**src/rtl/core/vna_pkg.sv**
```systemverilog
// Shared types, constants and arithmetic helpers for the vertex normal accumulator.
package vna_pkg;

    localparam int VERTEX_COUNT_DEF = 1024;

    localparam int IDX_W  = 10;
    localparam int POS_W  = 16;
    localparam int EDGE_W = 17;
    localparam int PROD_W = 34;
    localparam int FN_W   = 35;
    localparam int NORM_W = 40;

    localparam logic [1:0] CMD_LOAD = 2'd0;
    localparam logic [1:0] CMD_TRI  = 2'd1;
    localparam logic [1:0] CMD_READ = 2'd2;

    localparam logic signed [NORM_W-1:0] NORM_MAX = {1'b0, {(NORM_W-1){1'b1}}};
    localparam logic signed [NORM_W-1:0] NORM_MIN = {1'b1, {(NORM_W-1){1'b0}}};

    typedef struct packed {
        logic        [1:0]       command;
        logic        [IDX_W-1:0] index_a;
        logic        [IDX_W-1:0] index_b;
        logic        [IDX_W-1:0] index_c;
        logic signed [POS_W-1:0] pos_x;
        logic signed [POS_W-1:0] pos_y;
        logic signed [POS_W-1:0] pos_z;
    } t_in_item;

    typedef struct packed {
        logic signed [NORM_W-1:0] normal_x;
        logic signed [NORM_W-1:0] normal_y;
        logic signed [NORM_W-1:0] normal_z;
    } t_out_item;

    // triangle corner select
    typedef enum logic [1:0] {
        CRN_A = 2'd0,
        CRN_B = 2'd1,
        CRN_C = 2'd2
    } t_corner;

    // controller -> datapath
    typedef struct packed {
        logic    latch;
        logic    pos_rd;
        t_corner pos_sel;
        logic    cap_p0;
        logic    cap_p1;
        logic    cap_edge;
        logic    mul;
        logic    fn;
        logic    nrm_rd;
        logic    nrm_wr;
        t_corner nrm_sel;
        logic    load_wr;
        logic    clr_wr;
        logic    out_load;
    } t_dp_ctrl;

    // datapath -> controller
    typedef struct packed {
        logic [1:0] cmd;
        logic       a_ok;
        logic       tri_ok;
        logic       clr_last;
    } t_dp_stat;

    // saturating add of a face normal component onto an accumulator
    function automatic logic signed [NORM_W-1:0] sat_add(
        input logic signed [NORM_W-1:0] acc,
        input logic signed [FN_W-1:0]   inc
    );
        logic [NORM_W:0] s;
        s = {acc[NORM_W-1], acc} + {{(NORM_W+1-FN_W){inc[FN_W-1]}}, inc};
        if (s[NORM_W] != s[NORM_W-1]) begin
            return s[NORM_W] ? NORM_MIN : NORM_MAX;
        end
        return s[NORM_W-1:0];
    endfunction

endpackage

```
**src/rtl/core/vna_ctrl.sv**
```systemverilog
// Sequencing state machine for load, triangle, read and the post-reset clear.
module vna_ctrl (
    input  logic              i_clk,
    input  logic              i_rst_n,
    input  logic              i_start,
    input  vna_pkg::t_dp_stat i_stat,
    output logic              o_busy,
    output vna_pkg::t_dp_ctrl o_ctrl
);
    import vna_pkg::*;

    typedef enum logic [15:0] {
        S_CLEAR = 16'h0001,
        S_IDLE  = 16'h0002,
        S_LOAD  = 16'h0004,
        S_RD0   = 16'h0008,
        S_RD1   = 16'h0010,
        S_TP0   = 16'h0020,
        S_TP1   = 16'h0040,
        S_TP2   = 16'h0080,
        S_TP3   = 16'h0100,
        S_MUL   = 16'h0200,
        S_FN    = 16'h0400,
        S_NWR0  = 16'h0800,
        S_NRD1  = 16'h1000,
        S_NWR1  = 16'h2000,
        S_NRD2  = 16'h4000,
        S_NWR2  = 16'h8000
    } t_state;

    t_state   r_state;
    t_state   n_state;
    t_dp_ctrl ctrl;

    always_ff @(posedge i_clk) begin
        if (!i_rst_n) begin
            r_state <= S_CLEAR;
        end else begin
            r_state <= n_state;
        end
    end

    always_comb begin
        n_state = r_state;
        ctrl    = '0;
        ctrl.pos_sel = CRN_A;
        ctrl.nrm_sel = CRN_A;
        unique case (r_state)
            S_CLEAR: begin
                ctrl.clr_wr = 1'b1;
                if (i_stat.clr_last) n_state = S_IDLE;
            end
            S_IDLE: begin
                if (i_start) begin
                    ctrl.latch = 1'b1;
                    priority if (i_stat.cmd == CMD_LOAD) begin
                        n_state = i_stat.a_ok ? S_LOAD : S_IDLE;
                    end else if (i_stat.cmd == CMD_TRI) begin
                        n_state = i_stat.tri_ok ? S_TP0 : S_IDLE;
                    end else if (i_stat.cmd == CMD_READ) begin
                        n_state = S_RD0;
                    end else begin
                        n_state = S_IDLE;
                    end
                end
            end
            S_LOAD: begin
                ctrl.load_wr = 1'b1;
                n_state      = S_IDLE;
            end
            S_RD0: begin
                ctrl.nrm_rd = 1'b1;
                n_state     = S_RD1;
            end
            S_RD1: begin
                ctrl.out_load = 1'b1;
                n_state       = S_IDLE;
            end
            S_TP0: begin
                ctrl.pos_rd = 1'b1;
                n_state     = S_TP1;
            end
            S_TP1: begin
                ctrl.pos_rd  = 1'b1;
                ctrl.pos_sel = CRN_B;
                ctrl.cap_p0  = 1'b1;
                n_state      = S_TP2;
            end
            S_TP2: begin
                ctrl.pos_rd  = 1'b1;
                ctrl.pos_sel = CRN_C;
                ctrl.cap_p1  = 1'b1;
                n_state      = S_TP3;
            end
            S_TP3: begin
                ctrl.cap_edge = 1'b1;
                n_state       = S_MUL;
            end
            S_MUL: begin
                ctrl.mul = 1'b1;
                n_state  = S_FN;
            end
            S_FN: begin
                ctrl.fn     = 1'b1;
                ctrl.nrm_rd = 1'b1;
                n_state     = S_NWR0;
            end
            S_NWR0: begin
                ctrl.nrm_wr = 1'b1;
                n_state     = S_NRD1;
            end
            S_NRD1: begin
                ctrl.nrm_rd  = 1'b1;
                ctrl.nrm_sel = CRN_B;
                n_state      = S_NWR1;
            end
            S_NWR1: begin
                ctrl.nrm_wr  = 1'b1;
                ctrl.nrm_sel = CRN_B;
                n_state      = S_NRD2;
            end
            S_NRD2: begin
                ctrl.nrm_rd  = 1'b1;
                ctrl.nrm_sel = CRN_C;
                n_state      = S_NWR2;
            end
            S_NWR2: begin
                ctrl.nrm_wr  = 1'b1;
                ctrl.nrm_sel = CRN_C;
                n_state      = S_IDLE;
            end
            default: begin
                n_state = S_IDLE;
            end
        endcase
    end

    assign o_ctrl = ctrl;
    assign o_busy = (r_state != S_IDLE);

endmodule

```
**config.mk**
```make
export PLATFORM = sky130hd
export DESIGN_NAME = vna_ctrl
export DESIGN_NICKNAME = d
export VERILOG_FILES = /design/src/rtl/core/vna_pkg.sv /design/src/rtl/core/vna_ctrl.sv
export SDC_FILE = /design/constraint.sdc
export NUM_CORES = 1
export LEC_CHECK = 0
export ABC_AREA = 1
export CAP_MARGIN = 5
export CORE_UTILIZATION = 30
export CTS_CLUSTER_SIZE = 14
export DETAILED_ROUTE_END_ITERATION = 8
export DONT_BUFFER_PORTS = 1
export PLACE_DENSITY = 0.55
export SYNTH_ARGS = -nofsm -noshare
export SYNTH_HDL_FRONTEND = slang
export SYNTH_SLANG_ARGS = --single-unit
```
**constraint.sdc**
```tcl
create_clock -name i_clk -period 1.69 [get_ports i_clk]
set_clock_uncertainty 0.1 [all_clocks]
set_input_delay 0.0845 -clock i_clk [delete_from_list [all_inputs] [get_ports i_clk]]
set_output_delay 0.0845 -clock i_clk [all_outputs]
set_load 0.05 [all_outputs]
```
==> results.toml, run 1 <==
[run_status]
status = "complete, but fails checks"
violations = "setup timing"

[power]
ir_drop_v = 0.000272
pwr-share-comb = 0.199
clockPowerShare = 0.269
switchingPower_w = 0.000208
seqPwrFrac = 0.532
p_int_w = 0.000519
leakage_nw = 0.804
switching_share = 0.286
powerDensity_nw_per_um2 = 462

[sta]
fin_tns_setup_ns = -0.0209
whs_ns = 0.0382
fmax_ghz = 0.588
final.setup.worst_slack_ns = -0.0105
setup_viol = 3
hold_viol = 0
drv_slew = 0
rsz0062_at_grt = "true"
period_share = 1.01
period_minus_slack_ns = 1.70
worst_pin_slew_ns = 0.400
max_slew_margin = 0.733

[yosys]
synthXorXnorAreaFrac = 0
yosys.area_share.simple = 0.552
yosys.area.top_type = "dfxtp_1"
synth-seq-cells = 16
synth_compound_area_frac = 0.0249
synthAdderAreaFrac = 0
synth_mux_area_frac = 0
ys_seq_area_frac = 0.318
syn_area_um2 = 1010
synth_area_leaders = "dfxtp_1 32%, nor2_1 13%, nand2_1 11%"
syn_avg_cell_area_um2 = 6.57
ys_warn_count = 0
synth_nets = 161
syn_inst = 153
synth_top_family_by_area = "simple AND/OR/NAND/NOR gates"
yosys.area.top_type_share = 0.318
synth.distinct_cells = 20

[route]
via_count = 1063
initialDrtViolationCount = 28
routed_wl_um = 2470
drc = 0
ant_nets = 0
first_pass_iters = 4
wire_per_inst_um = 10.6
routed_via_density = 4.54

[setup_path]
critical_path_class = "reg2out"
cp-end-kind = "output port"
regToRegSetupSlack_ns = 0.15
timing.rr.end = "r_state[1]"
path_cells = "nor2_4 > nand2_4 > nor2_8 > inv_2 > nor2_2 > inv_2 > nor2_4 > buf_8"
r2r_cells = 11
crit_slowest_cell = "dfxtp_4"
cp.required_ns = 1.51
cp_max_fo = 6
path_buf_inv = 3
worst_path_dominant_cell_family = "simple AND/OR/NAND/NOR gates"
crit_start = "r_state[14]"
arrival_ns = 1.52
crit_path_start_kind = "flip-flop"
r2r_start = "r_state[14]"
max_stage_delay_ns = 0.36

[min_path]
min_to = "r_state[7]"
hold_depth = 2
hold_class = "in2reg"
hp-start = "i_rst_n"

[clocking]
cts_tree = "yes"
h-tree-depth = 1
cts-root-buf = "clkbuf_4"
clock_latency_ns = 0.28
clk_pin_slew_ns = 0.09
clk_path_buf_depth = 2
numCtsBuffers = 3
clock_sinks = 16

[layout]
diodes = 0
final_cell_mix = "31 x nor2_1, 25 x nand2_1, 21 x inv_1"
reg_top3 = "r_state x16"
final_util = 0.503
syn_to_final_growth_pct = 56.3
top_register = "r_state"
final_common_cell = "nor2_1"
final_cell_area_um2 = 1570
drive_gt1_frac = 0.405
final-instance-count-excl-fill = 234
fin_nets = 200
largest_register_ff_count = 16

[floorplanning]
ioPinCount = 25
initial_core_util = 0.322
core_area_um2 = 3130
die_area_um2 = 3590
fp.dieW_um = 59.9
rows = 20
die_h_um = 59.9

[grt]
grt_max_degree = 12
antenna_found_initial = 0
grtUsageTotal = 0.156
grt_pass1_wl_um = 4210
overflow = 0
grt_pass1_vias = 1043

[run]
maxCapViolCount = 0

[placed_design]
dp_hpwl_um = 1710
dp_cells = 211
placed_area_um2 = 1260
place_congestion = 0.791
io_buffers = 0
[logic make-up after synthesis]
logic type | Yosys count
and+or+nand+nor | 108
buffers and inverters | 27
DFF | 16
AOI/OAI and AO/OA | 2
[per-stage QoR]
stage          power (W)  setup WS, ns
6_report        0.000727       -0.0105
5_1_grt         0.000763       -0.0901
4_1_cts         0.000726      -0.00534
3_5_place_dp    0.000497         0.129
3_3_place_gp    0.000496         0.146
2_1_floorplan   0.000476        0.0529
[power groups by stage]
stage               Clock (W)  Combinational, W  Sequential (W)
global route         0.000220          0.000156        0.000388
global placement            0          0.000103        0.000394
detailed placement          0          0.000104        0.000394
finish               0.000195          0.000145        0.000387
floorplan                   0         0.0000828        0.000393
CTS                  0.000203          0.000136        0.000387
[how the worst max path moves through the flow]
stage	to	slack, ns	cells past startpoint
global route	o_ctrl[6]	-0.09	6
floorplan	o_ctrl[13]	0.05	6
detailed placement	r_state[1]	0.13	8
finish	o_ctrl[1]	-0.01	8
CTS	o_ctrl[6]	-0.005	6
global placement	r_state[1]	0.15	8
[cell usage after synthesis, drive strengths merged]
cell    number
nor2        46
inv         25
nand2       36
dfxtp       16
nand3       15
nand4        4
buf          1
nor3         4
nor4         2
nand3b       1
o21ai        1
clkbuf       1
a21oi        1
[worst register-to-register path: cells and delay by family (launching register included)]
kind	cells	cell delay (ns)
buffers and inverters	3	0.25
and+or+nand+nor	7	0.71
AOI/OAI and AO/OA	1	0.03
DFF	1	0.36
[timing repair]
| item | CTS | global route |
|---|---|---|
| endpoints found under the hold margin | 10 | 0 |
| pin swaps | 10 | 8 |
| hold buffers | 7 | 0 |
| endpoints found under the setup margin | 16 | 16 |
| buffers inserted | 6 | 5 |
| cloned | 2 | 0 |
| resized for setup | 17 | 19 |
[final cells by class]
type	instances	area (µm²)
Timing Repair Buffer	34	387
Sequential cell	16	334
Clock buffer	3	22.5
Tap cell	44	55.1
Inverter	25	93.8
Multi-Input combinational cell	112	681
Fill cell	284	1560
[per-layer routing]
metal | track usage | share of wire | up-vias
met5 | 0 | 0 | -
met4 | 0.0664 | 0.017 | 0
met3 | 0.0260 | 0.046 | 6
met2 | 0.273 | 0.49 | 30
met1 | 0.187 | 0.45 | 471
li1 | - | - | 556
No activity file was read; power rests on OpenSTA's default activity.
==> run 2: changes to the inputs <==
--- a/config.mk
+++ b/config.mk
@@ -5,13 +5,12 @@
 export SDC_FILE = /design/constraint.sdc
 export NUM_CORES = 1
 export LEC_CHECK = 0
-export ABC_AREA = 1
 export CAP_MARGIN = 5
-export CORE_UTILIZATION = 30
+export CORE_UTILIZATION = 50
 export CTS_CLUSTER_SIZE = 14
 export DETAILED_ROUTE_END_ITERATION = 8
 export DONT_BUFFER_PORTS = 1
-export PLACE_DENSITY = 0.55
+export PLACE_DENSITY = 0.76
 export SYNTH_ARGS = -nofsm -noshare
 export SYNTH_HDL_FRONTEND = slang
 export SYNTH_SLANG_ARGS = --single-unit
==> constraint.sdc (replaced) <==
create_clock -name i_clk -period 2 [get_ports i_clk]
set_clock_uncertainty 0.1 [all_clocks]
set_input_delay 0.1 -clock i_clk [delete_from_list [all_inputs] [get_ports i_clk]]
set_output_delay 0.1 -clock i_clk [all_outputs]
set_load 0.05 [all_outputs]
==> run 2 against run 1 <==
The run now fails in 5_1_grt. Area after synthesis fell by 2.2%. Synthesized cell count fell by 27%.
==> results.toml, run 2 <==
[run_status]
status = "stopped before the end"
haltStage = "5_1_grt"
error = "[ERROR DPL-0038] Utilization greater than 100%, impossible to legalize"

[clocking]
numCtsBuffers = 3
cts-root-buf = "clkbuf_4"
clock_sinks = 16
clk_path_buf_depth = 2
h-tree-depth = 1

[yosys]
yosys.area.top_type = "dfxtp_1"
ys_seq_area_frac = 0.326
synth_compound_area_frac = 0.0891
yosys.area.top_type_share = 0.326
synth_top_family_by_area = "simple AND/OR/NAND/NOR gates"
synthXorXnorAreaFrac = 0.0356
yosysMostFrequentCell = "dfxtp_1"
yosys.area_share.simple = 0.494
synth-edff-count = 0
synth.distinct_cells = 39
synth_area_leaders = "dfxtp_1 33%, or4_4 5.7%, nor4_1 5.1%"
synthAdderAreaFrac = 0
syn_avg_cell_area_um2 = 8.78
ys_warn_count = 0
synth_nets = 120
async_flop_share = 0
syn_area_um2 = 983
synth-seq-cells = 16
synth_common_cells = "16 x dfxtp_1, 12 x nor2_1, 8 x nor4_1"
synth_flop_cell = "dfxtp_1"
synth_mux_area_frac = 0
syn_inst = 112

[floorplanning]
initial_core_util = 0.552
fp.dieW_um = 46.4
die_h_um = 46.4
ioPinCount = 25
rows = 15

[placed_design]
dp_hpwl_um = 2320
place_congestion = 0.910
io_buffers = 0
pre_cts_ws_ns = -0.0691

[sta]
endpoint_type = "top-level output"
crit_endpoint = "o_ctrl[2]"

[grt]
grt_max_degree = 11
[run 2: cells by family after synthesis]
family,after synthesis
and+or+nand+nor,70
DFF,16
AOI/OAI and AO/OA,13
buffers and inverters,9
xor gates and xnor gates,4
[run 2: repair_timing]
| item | 4_1_cts |
|---|---|
| pin swaps | 4 |
| hold endpoints to repair | 6 |
| gates resized for setup | 9 |
| setup endpoints to repair | 19 |
| setup buffers | 7 |
| hold buffers | 6 |
[run 2: metrics by stage]
step / utilization / hold WS (ns) / area, µm² / setup TNS, ns / cells
detailed placement: 0.826 / 0.0776 / 1470 / -0.248 / 170
global placement: 0.826 / 0.0730 / 1470 / 0 / 170
CTS: 0.938 / 0.0238 / 1670 / -3.62 / 187
floorplan: - / 0.0706 / 1080 / -2.09 / 112
==> run 3: changes to the inputs <==
--- a/config.mk
+++ b/config.mk
@@ -6,11 +6,11 @@
 export NUM_CORES = 1
 export LEC_CHECK = 0
 export CAP_MARGIN = 5
-export CORE_UTILIZATION = 50
-export CTS_CLUSTER_SIZE = 14
+export CORE_AREA = 2 2 63 65
 export DETAILED_ROUTE_END_ITERATION = 8
+export DIE_AREA = 0 0 65 67
 export DONT_BUFFER_PORTS = 1
-export PLACE_DENSITY = 0.76
+export PLACE_DENSITY_LB_ADDON = 0.15
 export SYNTH_ARGS = -nofsm -noshare
 export SYNTH_HDL_FRONTEND = slang
 export SYNTH_SLANG_ARGS = --single-unit
==> run 3 against run 2 <==
The flow now finishes, with violations (setup timing). Synthesized cell count stayed put. Area after synthesis did not move.
==> results.toml, run 3 <==
[run_status]
status = "complete, but fails checks"
violations = "setup timing"

[clocking]
cts-root-buf = "clkbuf_8"
clk_pin_slew_ns = 0.07
clock_latency_ns = 0.26
clk_path_buf_depth = 2
cts_tree = "yes"
h-tree-depth = 1
clock_sinks = 16
numCtsBuffers = 3

[sta]
whs_ns = 0.0343
max_slew_margin = 0.749
period_minus_slack_ns = 2.27
period_share = 1.13
hold_viol = 0
fin_tns_setup_ns = -2.19
final.setup.worst_slack_ns = -0.267
drv_slew = 0
setup_viol = 14
rsz0062_at_grt = "true"
fmax_ghz = 0.441
worst_pin_slew_ns = 0.374

[layout]
diodes = 0
largest_register_ff_count = 16
final_util = 0.473
final_cell_mix = "29 x buf_4, 11 x nor2_1, 11 x dfxtp_1"
top_register = "r_state"
syn_to_final_growth_pct = 73.5
reg_top3 = "r_state x16"
drive_gt1_frac = 0.519
fin_nets = 171
final_common_cell = "buf_4"

[yosys]
synth-edff-count = 0
syn_area_um2 = 983
synth_mux_area_frac = 0
synthXorXnorAreaFrac = 0.0356
syn_avg_cell_area_um2 = 8.78
async_flop_share = 0
synth.distinct_cells = 39
yosysMostFrequentCell = "dfxtp_1"
synth_top_family_by_area = "simple AND/OR/NAND/NOR gates"
synth_area_leaders = "dfxtp_1 33%, or4_4 5.7%, nor4_1 5.1%"
synth-seq-cells = 16
yosys.area.top_type = "dfxtp_1"
syn_inst = 112
ys_seq_area_frac = 0.326
synth_nets = 120
synth_common_cells = "16 x dfxtp_1, 12 x nor2_1, 8 x nor4_1"
yosys.area.top_type_share = 0.326
ys_warn_count = 0
synth_compound_area_frac = 0.0891
yosys.area_share.simple = 0.494
synthAdderAreaFrac = 0
synth_flop_cell = "dfxtp_1"

[setup_path]
cp.required_ns = 1.80
arrival_ns = 2.07
cp_max_fo = 4
crit_path_start_kind = "flip-flop"
path_cells = "or4_4 > or4_4 > nor3b_4 > buf_12"
cp-end-kind = "output port"
critPathCapture = "o_ctrl[2]"
max_stage_delay_ns = 0.57
critical_path_class = "reg2out"
crit_top_cell = "or4_4"
r2r_cells = 6
regToRegSetupSlack_ns = -0.04
crit_start = "r_state[12]"
r2r_start = "r_state[9]"
crit_slowest_cell = "or4_4"
timing.rr.end = "r_state[1]"

[route]
initialDrtViolationCount = 15
routed_wl_um = 2790
first_pass_iters = 4
via_count = 1052
wire_per_inst_um = 13.3
ant_nets = 0
routed_via_density = 5.01
drc = 0

[grt]
grt_pass1_vias = 1092
grtUsageTotal = 0.142
grt_pass1_wl_um = 4640
antenna_found_initial = 0
grt_max_degree = 11
overflow = 0

[placed_design]
place_congestion = 0.735
io_buffers = 0
dp_hpwl_um = 2110
pre_cts_ws_ns = -0.00934

[floorplanning]
fp.dieW_um = 65
initial_core_util = 0.273
ioPinCount = 25
die_area_um2 = 4360
die_h_um = 67
rows = 22
core_area_um2 = 3610

[power]
ir_drop_v = 0.000268
power.total_w = 0.000747
leakage_nw = 0.659
powerDensity_nw_per_um2 = 437

[min_path]
hold_class = "in2reg"
hp-start = "i_rst_n"

[run]
maxCapViolCount = 0
==> run 3: cell counts after synthesis <==
No cell type changed its count.
==> run 3: where the power goes <==
part | internal, W | total, W | leakage (nW) | switching, W
Clock | 0.000175 | 0.000300 | 0.0288 | 0.000125
Sequential | 0.000320 | 0.000322 | 0.132 | 0.00000202
Combinational | 0.0000556 | 0.000124 | 0.498 | 0.0000688
==> run 3: worst min path at each step <==
stage	endpoint	slack (ns)	cells past startpoint
2_1_floorplan	r_state[2]	0.07	1
3_3_place_gp	r_state[2]	0.07	1
3_5_place_dp	r_state[2]	0.07	1
4_1_cts	r_state[7]	0.03	3
5_1_grt	r_state[7]	0.05	3
6_report	r_state[7]	0.03	3
==> run 3: routing by layer <==
layer / part of all wire / track usage / vias to the layer above
met1: 0.44 / 0.156 / 506
li1: - / - / 518
met4: 0.022 / 0.0718 / 0
met3: 0.042 / 0.0304 / 7
met5: 0 / 0 / -
met2: 0.50 / 0.258 / 21
==> run 3: cells by family (layout without fill, tap and decap cells) <==
logic type,count (synthesis),in the layout
buffers and inverters,9,59
XOR/XNOR,4,4
AND/OR/NAND/NOR,70,70
AO/OA/AOI/OAI,13,13
flip-flops,16,16
==> run 3: what timing repair did <==
item,CTS,global route
pin swaps,8,4
hold buffers,6,0
buffers inserted,6,2
gates resized for setup,9,7
hold endpoints to repair,6,0
setup endpoints to repair,14,18
==> run 3: layout make-up <==
| class | count | area [µm²] |
|---|---|---|
| timing repair buffer | 49 | 514 |
| inverter | 6 | 26.3 |
| clock buffer | 4 | 55.1 |
| tap | 48 | 60.1 |
| fill | 355 | 1900 |
| multi-input combinational | 87 | 719 |
| sequential | 16 | 332 |
==> run 3: worst max-delay path: cells and delay by family, from the launching register on <==
family        cells  cell delay [ns]
flops             1             0.32
simple gates      3             1.32
buf+inv           1             0.16
==> run 3: through the flow <==
stage / cells / instance area [µm²]
2_1_floorplan: 112 / 1080
3_3_place_gp: 192 / 1480
3_5_place_dp: 192 / 1480
4_1_cts: 208 / 1670
5_1_grt: 210 / 1710
6_report: 210 / 1710
